<file path="src/hdl/rmsn_pkg.sv">
package rmsn_pkg;

    localparam int DATA_W  = 16;
    localparam int CFG_W   = 13;
    localparam int SUM_W   = 44;
    localparam int SQ_W    = 31;
    localparam int SCALE_W = 24;
    localparam int DIVD_W  = 57;
    localparam int DIVS_W  = 45;
    localparam int SQRT_W  = 49;
    localparam int ROOT_W  = 50;
    localparam int ITER_W  = 6;
    localparam int PROD1_W = 41;
    localparam int PROD2_W = 57;
    localparam int FRAC_SHIFT = 28;

    localparam logic [SUM_W-1:0]   SUM_MAX    = {SUM_W{1'b1}};
    localparam logic [DIVS_W-1:0]  EPS_Q824   = DIVS_W'(168);
    localparam logic [SCALE_W-1:0] SCALE_ONE  = 24'h010000;
    localparam logic [SCALE_W-1:0] SCALE_MAX  = {SCALE_W{1'b1}};
    localparam logic [DIVD_W-1:0]  DIVD_ONE   = {1'b1, {(DIVD_W-1){1'b0}}};
    localparam logic [ROOT_W-1:0]  SQRT_BIT0  = ROOT_W'(1) << (SQRT_W - 1);
    localparam logic [ITER_W-1:0]  ITER_LAST  = ITER_W'(DIVD_W - 1);
    localparam logic [PROD2_W-1:0] ROUND_HALF = PROD2_W'(1) << (FRAC_SHIFT - 1);

    typedef enum logic
    {
        REQ_SQUARE,
        REQ_SCALE
    } req_kind_t;

    typedef struct packed
    {
        req_kind_t           kind;
        logic [DATA_W-1:0]   activation;
        logic [DATA_W-1:0]   weight;
        logic [SQ_W-1:0]     square;
    } rmsn_req_t;

    typedef struct packed
    {
        logic busy;
        logic done;
    } rmsn_root_sts_t;

    typedef enum logic [2:0]
    {
        BK_IDLE,
        BK_MUL1,
        BK_MUL2,
        BK_ROUND,
        BK_ROOT
    } back_state_t;

    typedef enum logic [2:0]
    {
        RT_IDLE,
        RT_MEAN,
        RT_EPS,
        RT_RECIP,
        RT_SQRT,
        RT_DONE
    } root_state_t;

endpackage

</file>
<file path="src/hdl/rmsn_fifo.sv">
module rmsn_fifo
    import rmsn_pkg::*;
#(
    parameter int WIDTH = 16,
    parameter int DEPTH = 4
)
(
    input  logic             clk,
    input  logic             rst_n,
    input  logic             push,
    input  logic [WIDTH-1:0] wr_data,
    output logic             full,
    input  logic             pop,
    output logic [WIDTH-1:0] rd_data,
    output logic             empty
);

    localparam int ADDR_W = (DEPTH > 1) ? $clog2(DEPTH) : 1;

    logic [WIDTH-1:0]  mem_reg [DEPTH];
    logic [ADDR_W-1:0] wr_ptr_reg, wr_ptr_next;
    logic [ADDR_W-1:0] rd_ptr_reg, rd_ptr_next;
    logic [ADDR_W:0]   count_reg, count_next;
    logic              do_push;
    logic              do_pop;

    assign full    = (count_reg == (ADDR_W+1)'(DEPTH));
    assign empty   = (count_reg == '0);
    assign do_push = push && !full;
    assign do_pop  = pop && !empty;
    assign rd_data = mem_reg[rd_ptr_reg];

    always_comb
    begin
        wr_ptr_next = wr_ptr_reg;
        rd_ptr_next = rd_ptr_reg;
        count_next  = count_reg;
        if (do_push)
        begin
            wr_ptr_next = (wr_ptr_reg == ADDR_W'(DEPTH - 1)) ? '0 : wr_ptr_reg + 1'b1;
        end
        if (do_pop)
        begin
            rd_ptr_next = (rd_ptr_reg == ADDR_W'(DEPTH - 1)) ? '0 : rd_ptr_reg + 1'b1;
        end
        if (do_push && !do_pop)
        begin
            count_next = count_reg + 1'b1;
        end
        else if (do_pop && !do_push)
        begin
            count_next = count_reg - 1'b1;
        end
    end

    always_ff @(posedge clk or negedge rst_n)
    begin
        if (!rst_n)
        begin
            wr_ptr_reg <= '0;
            rd_ptr_reg <= '0;
            count_reg  <= '0;
        end
        else
        begin
            wr_ptr_reg <= wr_ptr_next;
            rd_ptr_reg <= rd_ptr_next;
            count_reg  <= count_next;
        end
    end

    always_ff @(posedge clk)
    begin
        if (do_push)
        begin
            mem_reg[wr_ptr_reg] <= wr_data;
        end
    end

endmodule

</file>
<file path="src/hdl/rmsn_front.sv">
module rmsn_front
    import rmsn_pkg::*;
(
    input  logic              clk,
    input  logic              rst_n,
    input  logic              push,
    output logic              full,
    input  logic              command,
    input  logic [DATA_W-1:0] activation,
    input  logic [DATA_W-1:0] weight,
    output logic              req_push,
    output rmsn_req_t         req,
    input  logic              req_full
);

    logic                valid_reg, valid_next;
    rmsn_req_t           req_reg, req_next;
    logic                load;
    logic signed [31:0]  square_full;

    assign full        = valid_reg && req_full;
    assign load        = push && !full;
    assign req_push    = valid_reg;
    assign req         = req_reg;
    assign square_full = $signed(activation) * $signed(activation);

    always_comb
    begin
        valid_next = load || (valid_reg && req_full);
        req_next   = req_reg;
        if (load)
        begin
            req_next.kind       = command ? REQ_SCALE : REQ_SQUARE;
            req_next.activation = activation;
            req_next.weight     = weight;
            req_next.square     = square_full[SQ_W-1:0];
        end
    end

    always_ff @(posedge clk or negedge rst_n)
    begin
        if (!rst_n)
        begin
            valid_reg <= 1'b0;
        end
        else
        begin
            valid_reg <= valid_next;
        end
    end

    always_ff @(posedge clk)
    begin
        req_reg <= req_next;
    end

endmodule

</file>
<file path="src/hdl/rmsn_root.sv">
module rmsn_root
    import rmsn_pkg::*;
#(
    parameter int MAX_LEN = 4096
)
(
    input  logic                                 clk,
    input  logic                                 rst_n,
    input  logic                                 start,
    input  logic [SUM_W-1:0]                     sum,
    input  logic [$clog2(MAX_LEN + 1)-1:0]       len,
    output rmsn_root_sts_t                       sts,
    output logic [SCALE_W-1:0]                   scale
);

    root_state_t         state_reg, state_next;
    logic [DIVD_W-1:0]   work_reg, work_next;
    logic [DIVS_W-1:0]   div_reg, div_next;
    logic [DIVS_W:0]     rem_reg, rem_next;
    logic [ITER_W-1:0]   iter_reg, iter_next;
    logic [ROOT_W-1:0]   root_reg, root_next;
    logic [ROOT_W-1:0]   bit_reg, bit_next;

    logic [DIVS_W:0]     shifted;
    logic [DIVS_W:0]     diff;
    logic                ge;
    logic [ROOT_W-1:0]   sq_n;
    logic [ROOT_W-1:0]   sq_t;
    logic [ROOT_W-1:0]   sq_rest;
    logic                last_iter;

    assign shifted   = {rem_reg[DIVS_W-1:0], work_reg[DIVD_W-1]};
    assign diff      = shifted - {1'b0, div_reg};
    assign ge        = (shifted >= {1'b0, div_reg});
    assign sq_n      = ROOT_W'(work_reg[SQRT_W-1:0]);
    assign sq_t      = root_reg + bit_reg;
    assign sq_rest   = sq_n - sq_t;
    assign last_iter = (iter_reg == ITER_LAST);

    always_comb
    begin
        state_next = state_reg;
        case (state_reg)
            RT_IDLE:
            begin
                if (start)
                begin
                    state_next = RT_MEAN;
                end
            end
            RT_MEAN:
            begin
                if (last_iter)
                begin
                    state_next = RT_EPS;
                end
            end
            RT_EPS:
            begin
                state_next = RT_RECIP;
            end
            RT_RECIP:
            begin
                if (last_iter)
                begin
                    state_next = RT_SQRT;
                end
            end
            RT_SQRT:
            begin
                if (bit_reg[0])
                begin
                    state_next = RT_DONE;
                end
            end
            RT_DONE:
            begin
                state_next = RT_IDLE;
            end
            default:
            begin
                state_next = RT_IDLE;
            end
        endcase
    end

    always_comb
    begin
        sts.busy = (state_reg != RT_IDLE);
        sts.done = (state_reg == RT_DONE);
        scale    = (|root_reg[ROOT_W-1:SCALE_W]) ? SCALE_MAX : root_reg[SCALE_W-1:0];
    end

    always_comb
    begin
        work_next = work_reg;
        div_next  = div_reg;
        rem_next  = rem_reg;
        iter_next = iter_reg;
        root_next = root_reg;
        bit_next  = bit_reg;
        case (state_reg)
            RT_IDLE:
            begin
                if (start)
                begin
                    work_next = DIVD_W'(sum);
                    div_next  = DIVS_W'(len);
                    rem_next  = '0;
                    iter_next = '0;
                end
            end
            RT_MEAN, RT_RECIP:
            begin
                rem_next  = ge ? diff : shifted;
                work_next = {work_reg[DIVD_W-2:0], ge};
                iter_next = iter_reg + 1'b1;
                if (last_iter)
                begin
                    root_next = '0;
                    bit_next  = SQRT_BIT0;
                end
            end
            RT_EPS:
            begin
                div_next  = DIVS_W'(work_reg[SUM_W-1:0]) + EPS_Q824;
                work_next = DIVD_ONE;
                rem_next  = '0;
                iter_next = '0;
            end
            RT_SQRT:
            begin
                if (sq_n >= sq_t)
                begin
                    work_next = DIVD_W'(sq_rest[SQRT_W-1:0]);
                    root_next = (root_reg >> 1) + bit_reg;
                end
                else
                begin
                    root_next = root_reg >> 1;
                end
                bit_next = bit_reg >> 2;
            end
            default:
            begin
                work_next = work_reg;
            end
        endcase
    end

    always_ff @(posedge clk or negedge rst_n)
    begin
        if (!rst_n)
        begin
            state_reg <= RT_IDLE;
            iter_reg  <= '0;
        end
        else
        begin
            state_reg <= state_next;
            iter_reg  <= iter_next;
        end
    end

    always_ff @(posedge clk)
    begin
        work_reg <= work_next;
        div_reg  <= div_next;
        rem_reg  <= rem_next;
        root_reg <= root_next;
        bit_reg  <= bit_next;
    end

endmodule

</file>
<file path="src/hdl/rmsn_back.sv">
module rmsn_back
    import rmsn_pkg::*;
#(
    parameter int MAX_LEN = 4096
)
(
    input  logic                                 clk,
    input  logic                                 rst_n,
    input  logic [CFG_W-1:0]                     vector_length,
    input  rmsn_req_t                            req,
    input  logic                                 req_empty,
    output logic                                 req_pop,
    output logic                                 root_start,
    output logic [SUM_W-1:0]                     root_sum,
    output logic [$clog2(MAX_LEN + 1)-1:0]       root_len,
    input  rmsn_root_sts_t                       root_sts,
    input  logic [SCALE_W-1:0]                   root_scale,
    output logic                                 out_push,
    output logic [DATA_W-1:0]                    out_data,
    input  logic                                 out_full
);

    localparam int CNT_W = $clog2(MAX_LEN + 1);
    localparam int CMP_W = (CNT_W > CFG_W) ? CNT_W : CFG_W;
    localparam logic [CMP_W-1:0] MAX_CMP = CMP_W'(MAX_LEN);
    localparam int Y_W = PROD2_W - FRAC_SHIFT;

    back_state_t               state_reg, state_next;
    logic [SUM_W-1:0]          sum_reg, sum_next;
    logic [CNT_W-1:0]          count_reg, count_next;
    logic [SCALE_W-1:0]        inv_rms_reg, inv_rms_next;
    logic [DATA_W-1:0]         act_reg, act_next;
    logic [DATA_W-1:0]         wgt_reg, wgt_next;
    logic signed [PROD1_W-1:0] prod1_reg, prod1_next;
    logic signed [PROD2_W-1:0] prod2_reg, prod2_next;

    logic [SUM_W:0]            sum_ext;
    logic [SUM_W-1:0]          sum_sat;
    logic [CNT_W-1:0]          cnt_inc;
    logic [CMP_W-1:0]          vl_cmp;
    logic [CMP_W-1:0]          eff_cmp;
    logic [CNT_W-1:0]          eff_len;
    logic                      vec_end;
    logic signed [PROD1_W-1:0] act_ext;
    logic signed [PROD1_W-1:0] scale_ext;
    logic signed [PROD2_W-1:0] prod1_ext;
    logic signed [PROD2_W-1:0] wgt_ext;
    logic [PROD2_W-1:0]        rounded;
    logic [Y_W-1:0]            y;
    logic                      ovf_pos;
    logic                      ovf_neg;

    assign sum_ext = {1'b0, sum_reg} + (SUM_W+1)'(req.square);
    assign sum_sat = sum_ext[SUM_W] ? SUM_MAX : sum_ext[SUM_W-1:0];
    assign cnt_inc = count_reg + CNT_W'(1);
    assign vl_cmp  = CMP_W'(vector_length);

    always_comb
    begin
        if (vector_length == '0)
        begin
            eff_cmp = CMP_W'(1);
        end
        else if (vl_cmp > MAX_CMP)
        begin
            eff_cmp = MAX_CMP;
        end
        else
        begin
            eff_cmp = vl_cmp;
        end
    end

    assign eff_len  = eff_cmp[CNT_W-1:0];
    assign vec_end  = (cnt_inc >= eff_len);
    assign root_sum = sum_sat;
    assign root_len = eff_len;

    assign act_ext   = PROD1_W'($signed(act_reg));
    assign scale_ext = $signed(PROD1_W'(inv_rms_reg));
    assign prod1_ext = PROD2_W'(prod1_reg);
    assign wgt_ext   = PROD2_W'($signed(wgt_reg));

    assign rounded = prod2_reg + ROUND_HALF;
    assign y       = rounded[PROD2_W-1:FRAC_SHIFT];
    assign ovf_pos = !y[Y_W-1] && (|y[Y_W-2:DATA_W-1]);
    assign ovf_neg = y[Y_W-1] && !(&y[Y_W-2:DATA_W-1]);

    always_comb
    begin
        if (ovf_pos)
        begin
            out_data = {1'b0, {(DATA_W-1){1'b1}}};
        end
        else if (ovf_neg)
        begin
            out_data = {1'b1, {(DATA_W-1){1'b0}}};
        end
        else
        begin
            out_data = y[DATA_W-1:0];
        end
    end

    always_comb
    begin
        state_next = state_reg;
        case (state_reg)
            BK_IDLE:
            begin
                if (!req_empty)
                begin
                    if (req.kind == REQ_SCALE)
                    begin
                        state_next = BK_MUL1;
                    end
                    else if (vec_end)
                    begin
                        state_next = BK_ROOT;
                    end
                end
            end
            BK_MUL1:
            begin
                state_next = BK_MUL2;
            end
            BK_MUL2:
            begin
                state_next = BK_ROUND;
            end
            BK_ROUND:
            begin
                if (!out_full)
                begin
                    state_next = BK_IDLE;
                end
            end
            BK_ROOT:
            begin
                if (root_sts.done)
                begin
                    state_next = BK_IDLE;
                end
            end
            default:
            begin
                state_next = BK_IDLE;
            end
        endcase
    end

    always_comb
    begin
        req_pop    = (state_reg == BK_IDLE) && !req_empty;
        root_start = req_pop && (req.kind == REQ_SQUARE) && vec_end;
        out_push   = (state_reg == BK_ROUND) && !out_full;
    end

    always_comb
    begin
        sum_next     = sum_reg;
        count_next   = count_reg;
        inv_rms_next = inv_rms_reg;
        act_next     = act_reg;
        wgt_next     = wgt_reg;
        prod1_next   = prod1_reg;
        prod2_next   = prod2_reg;
        case (state_reg)
            BK_IDLE:
            begin
                if (req_pop)
                begin
                    if (req.kind == REQ_SCALE)
                    begin
                        act_next = req.activation;
                        wgt_next = req.weight;
                    end
                    else if (vec_end)
                    begin
                        sum_next   = '0;
                        count_next = '0;
                    end
                    else
                    begin
                        sum_next   = sum_sat;
                        count_next = cnt_inc;
                    end
                end
            end
            BK_MUL1:
            begin
                prod1_next = act_ext * scale_ext;
            end
            BK_MUL2:
            begin
                prod2_next = prod1_ext * wgt_ext;
            end
            BK_ROOT:
            begin
                if (root_sts.done)
                begin
                    inv_rms_next = root_scale;
                end
            end
            default:
            begin
                sum_next = sum_reg;
            end
        endcase
    end

    always_ff @(posedge clk or negedge rst_n)
    begin
        if (!rst_n)
        begin
            state_reg   <= BK_IDLE;
            sum_reg     <= '0;
            count_reg   <= '0;
            inv_rms_reg <= SCALE_ONE;
        end
        else
        begin
            state_reg   <= state_next;
            sum_reg     <= sum_next;
            count_reg   <= count_next;
            inv_rms_reg <= inv_rms_next;
        end
    end

    always_ff @(posedge clk)
    begin
        act_reg   <= act_next;
        wgt_reg   <= wgt_next;
        prod1_reg <= prod1_next;
        prod2_reg <= prod2_next;
    end

endmodule

</file>
<file path="src/hdl/rms_normalization.sv">
// RMS normalization of a vector in two passes over vector_length elements (0 acts as 1,
// values above MAX_LEN act as MAX_LEN). A request with command 0 adds the square of its
// Q4.12 activation to a saturating sum and gives no result; a request with command 1 gives
// one Q4.12 result, activation times scale times weight, rounded to nearest (ties up) and
// saturated. The scale is unsigned Q8.16, 1.0 after reset, and is replaced when a vector's
// last square arrives by floor(2^28 / sqrt(sum / length + 168)). A small request queue
// separates intake from execution, so push keeps being taken while results wait. A square
// request is taken in the execution side's idle state; an output request goes through two
// multiply stages and a round stage that writes it, waiting while the output queue is full.
// A vector's last square starts the shared iterative divide and square-root unit (two
// 57-step divisions, a 25-step square root); queued requests wait; intake runs until full.
module rms_normalization
    import rmsn_pkg::*;
#(
    parameter int MAX_LEN = 4096
)
(
    input  logic              clk,
    input  logic              rst_n,
    input  logic              push,
    output logic              full,
    input  logic              command,
    input  logic [DATA_W-1:0] activation,
    input  logic [DATA_W-1:0] weight,
    output logic              empty,
    input  logic              pop,
    output logic [DATA_W-1:0] normalized,
    input  logic              cfg_write,
    input  logic [CFG_W-1:0]  cfg_data
);

    localparam int CNT_W = $clog2(MAX_LEN + 1);
    localparam int REQ_W = $bits(rmsn_req_t);

    logic [CFG_W-1:0]  vector_length_reg, vector_length_next;

    logic              req_push;
    rmsn_req_t         req_in;
    logic              req_full;
    logic              req_pop;
    rmsn_req_t         req_out;
    logic              req_empty;

    logic              root_start;
    logic [SUM_W-1:0]  root_sum;
    logic [CNT_W-1:0]  root_len;
    rmsn_root_sts_t    root_sts;
    logic [SCALE_W-1:0] root_scale;

    logic              out_push;
    logic [DATA_W-1:0] out_data;
    logic              out_full;

    assign vector_length_next = cfg_write ? cfg_data : vector_length_reg;

    always_ff @(posedge clk or negedge rst_n)
    begin
        if (!rst_n)
        begin
            vector_length_reg <= CFG_W'(1);
        end
        else
        begin
            vector_length_reg <= vector_length_next;
        end
    end

    rmsn_front u_front
    (
        .clk        (clk),
        .rst_n      (rst_n),
        .push       (push),
        .full       (full),
        .command    (command),
        .activation (activation),
        .weight     (weight),
        .req_push   (req_push),
        .req        (req_in),
        .req_full   (req_full)
    );

    rmsn_fifo #(.WIDTH(REQ_W), .DEPTH(4)) u_req_queue
    (
        .clk     (clk),
        .rst_n   (rst_n),
        .push    (req_push),
        .wr_data (req_in),
        .full    (req_full),
        .pop     (req_pop),
        .rd_data (req_out),
        .empty   (req_empty)
    );

    rmsn_back #(.MAX_LEN(MAX_LEN)) u_back
    (
        .clk           (clk),
        .rst_n         (rst_n),
        .vector_length (vector_length_reg),
        .req           (req_out),
        .req_empty     (req_empty),
        .req_pop       (req_pop),
        .root_start    (root_start),
        .root_sum      (root_sum),
        .root_len      (root_len),
        .root_sts      (root_sts),
        .root_scale    (root_scale),
        .out_push      (out_push),
        .out_data      (out_data),
        .out_full      (out_full)
    );

    rmsn_root #(.MAX_LEN(MAX_LEN)) u_root
    (
        .clk   (clk),
        .rst_n (rst_n),
        .start (root_start),
        .sum   (root_sum),
        .len   (root_len),
        .sts   (root_sts),
        .scale (root_scale)
    );

    rmsn_fifo #(.WIDTH(DATA_W), .DEPTH(2)) u_out_queue
    (
        .clk     (clk),
        .rst_n   (rst_n),
        .push    (out_push),
        .wr_data (out_data),
        .full    (out_full),
        .pop     (pop),
        .rd_data (normalized),
        .empty   (empty)
    );

`ifndef SYNTH
    assert property (@(posedge clk) disable iff (!rst_n) root_start |-> !root_sts.busy)
        else $error("root unit started while busy");
    assert property (@(posedge clk) disable iff (!rst_n) root_sts.busy |-> !req_pop)
        else $error("request taken while scale is being computed");
    assert property (@(posedge clk) disable iff (!rst_n) out_push |-> !out_full)
        else $error("result written into a full output queue");
    assert property (@(posedge clk) disable iff (!rst_n) $fell(empty) |-> $past(out_push))
        else $error("result appeared without a write");
`endif

endmodule

</file>
<file path="config.mk">
export PLATFORM = sky130hd
export DESIGN_NAME = rms_normalization
export DESIGN_NICKNAME = d
export VERILOG_FILES = /design/src/hdl/rmsn_pkg.sv /design/src/hdl/rmsn_fifo.sv /design/src/hdl/rmsn_front.sv /design/src/hdl/rmsn_root.sv /design/src/hdl/rmsn_back.sv /design/src/hdl/rms_normalization.sv
export SDC_FILE = /design/constraint.sdc
export NUM_CORES = 2
export LEC_CHECK = 0
export ABC_CLOCK_PERIOD_IN_PS = 8370
export BUFFER_PORTS_ARGS = -buffer_cell sky130_fd_sc_hd__buf_2
export CELL_PAD_IN_SITES_DETAIL_PLACEMENT = 2
export CELL_PAD_IN_SITES_GLOBAL_PLACEMENT = 2
export CORE_UTILIZATION = 44
export DETAILED_ROUTE_END_ITERATION = 8
export HOLD_SLACK_MARGIN = 0.02
export PLACE_DENSITY_LB_ADDON = 0.1
export SLEW_MARGIN = 20
export SYNTH_ARGS = -nofsm -noshare
export SYNTH_HDL_FRONTEND = slang
export SYNTH_SLANG_ARGS = --single-unit
</file>
<file path="constraint.sdc">
create_clock -name clk -period 8.37 [get_ports clk]
set_input_delay 0.837 -clock clk [delete_from_list [all_inputs] [get_ports clk]]
set_output_delay 0.837 -clock clk [all_outputs]
set_load 0.1 [all_outputs]
</file>
==> run summary <==
top cell type's share of synthesized area: 27.42%
max reg flops: 248
die area: 192,900 um^2
Antenna Nets Post-Route: 0
Non-Filler Instances: 10,918
minimum clock period: 8.130 ns
Post-DP HPWL: 214,600 um
# placed instances: 10,727
Top delay family on crit path: adder cells
port bufs: 68
RePlAce Congestion: 0.8685
CP max FO: 16
Setup Viol. Count Final: 0
RSZ-0062 raised after global routing: false
post-synthesis sequential area ratio: 27.33%
top-count cell post-synth: inv_1
Pins Over Slew Limit: 0
WP data arrival: 8.59 ns
drt wl/cell: 25.23 um
#FFs+latches synth: 785
final clock period utilization by the worst path: 97.13%
final hold vios: 0
Worst-path clk slew: 0.06 ns
clk_lat worst skew: 0.76 ns
r2r startpoint: u_back.prod1_reg[13]
Hold Path Class: input pin to async pin
Reg-to-Reg End: u_back.prod2_reg[56]
R2R setup slack: 0.24 ns
Max Cap Violations: 0
Detailed Route WL: 275,400 um
worst-margin pin slew: 1.228 ns
Max Clk Rate: 123.0 MHz
vias: 60,612
CTS Buf Count: 93
vias in the first global route: 70,781
Layout Nets: 10,082
Post-Syn Nets: 10,112
Worst setup EP type: flop
Multi-input gate area: 54,060 um^2
die height: 439.2 um
Clock Tree Buf Depth: 3
Post-synth EDFFs: 667
CP bufs+invs: 4
synth warn: 0
largest stage delay on the critical path: 0.86 ns
Syn Inst Count: 8,357
I/O Pins: 69
drt first-iter violations: 3,000
initial antenna violation count: 6
area of the core: 190,000 um^2
crit-path most repeated cell: fa_1
Sink Count: 785
TritonCTS clock tree: yes
H-tree Lvls: 3
Worst Setup Path Type: flop to flop
Critical path origin: u_back.prod1_reg[13]
GRT Total Usage: 29.07%
Synth async-reset ratio: 15.03%
top cells by area, synth: fa_1 (27%), edfxtp_1 (24%), ha_1 (8.2%)
status: finished clean
Die X: 439.2 um
Syn Area/Cell: 10.06 um^2
clk_skew: 0.05599 ns
CP required: 8.83 ns
CP startpoint kind: flop
first-pass GRT wire length: 428,900 um
Pre-antenna DRT Iters: 5
ys flop type: edfxtp_1
Worst path slowest cell: edfxtp_1
std cell rows: 160
dpl ws: -0.1245 ns
FF/Latch Area: 22,990 um^2
max_slew headroom: 18.16%
filler instances: 19,753
synth-to-layout area growth: 8.107%
path depth of the worst reg2reg path: 23
fraction of layout cells with a size suffix above 1: 6.270%
DR DRC count: 0
maximum number of pins on one net before global-route repair: 74
post-synthesis cell type count: 92
cell taking the most area after synthesis: fa_1
Syn Std Cell Area: 84,100 um^2
CTS root buffer: clkbuf_16
CP cell instances: nand2_1 > fa_1 > inv_1 > fa_1 > fa_1 > fa_1 > fa_1 > inv_1 > fa_1 > inv_1 > ha_1 > and3_1 > a21boi_0 > a311oi_1 > a21oi_1 > o21ai_1 > buf_4 > a31oi_1 > a211o_1 > a21oi_1 > o21a_1 > o221ai_1 > xnor2_1
Initial Util: 44.27%
Synth top cells by count: inv_1 (1,565), fa_1 (1,152), nand2_1 (1,005)
Via-to-Cell Ratio: 5.552
final worst-path setup slack: 0.2399 ns
total grt overflow: 0
==> worst register-to-register path: cells and delay by family (launching register included) <==
kind / cells / cell delay [ns]
compound gates: 9 / 2.48
simple gates: 2 / 0.43
fa+ha+maj: 7 / 3.55
buf+inv: 4 / 0.39
xor+xnor: 1 / 0.15
flops: 1 / 0.86
==> logic make-up (layout without fill, tap and decap cells) <==
group                      Yosys count  count (layout)  synth area share (%)
and+or+nand+nor                   2310            2310                 12.97
buffers and inverters             1892            1940                 8.512
adders and majority gates         1704            1704                 35.64
AOI/OAI and AO/OA                 1131            1131                 8.798
DFF                                785             785                 27.33
xor gates and xnor gates           396             396                 4.124
muxes                              139             139                 2.625
other                                0               2                     0
==> cell usage in the layout (no fill, tap or decap), types with 32 or more instances in the layout <==
cell       synthesis  layout
a211oi_1          51      50
a21o_1           130     128
a21oi_1          283     282
a31oi_1           76      76
and2_1           427     423
and3_1            74      74
buf_2              9      67
buf_4              6     126
clkbuf_16          0      94
dfrtp_1          116     113
edfxtp_1         667     667
fa_1            1152    1152
ha_1             552     552
inv_1           1565    1565
mux2_2            32      32
mux2i_1           45      45
mux4_2            62      62
nand2_1         1005    1005
nand2b_1          68      67
nand3_1           98      98
nand4_1           66      66
nor2_1           370     367
nor2b_1           47      44
nor3_1            56      55
o21a_1            52      52
o21ai_0          226     225
o21bai_1          47      47
o31ai_1           36      36
xnor2_1          233     232
xor2_1           163     163
==> worst max path at each step <==
stage                                end  cells past startpoint
finish              u_back.prod2_reg[56]                     23
global route        u_back.prod2_reg[56]                     25
CTS                 u_back.prod2_reg[56]                     23
detailed placement  u_back.prod2_reg[56]                     23
global placement    u_back.prod2_reg[56]                     23
floorplan                u_front.req[29]                     26
==> area by class of cell <==
cell class / count / share of cell area, %
multi-input combinational: 5680 / 59.46
sequential: 785 / 25.29
clock buffer: 109 / 2.693
tap: 2511 / 3.456
timing repair buffer: 199 / 1.508
antenna: 2 / 0.005505
inverter: 1568 / 6.475
clock inverter: 64 / 1.115
==> what timing repair did <==
item,4_1_cts,5_1_grt
setup endpoints to repair,3,6
endpoints found under the hold margin,0,0
hold buffers,0,0
gates cloned,0,0
gates resized for setup,1,1
setup buffers,3,13
==> metrics by stage <==
stage | hold slack, ns | setup TNS (ns) | cell area (um^2) | util [%]
floorplan | 0.4428 | 0 | 84100 | -
global placement | 0.4595 | 0 | 87280 | 45.94
detailed placement | 0.4704 | -0.2546 | 87280 | 45.94
CTS | 0.1461 | 0 | 90770 | 47.78
global route | 0.1836 | 0 | 90910 | 47.85
finish | 0.1442 | 0 | 90910 | 47.85
==> per-layer routing <==
metal / global-route usage (%) / vias up / routed length (um)
met2: 51.66 / 995 / 141100
met3: 2.734 / 380 / 8473
met1: 37.37 / 32344 / 117400
met4: 8.683 / 2 / 8515
met5: 0 / - / 17
li1: - / 26891 / -
Power is not shown: default switching activity piles up to over one toggle a cycle in this logic, so the estimate is an artifact.
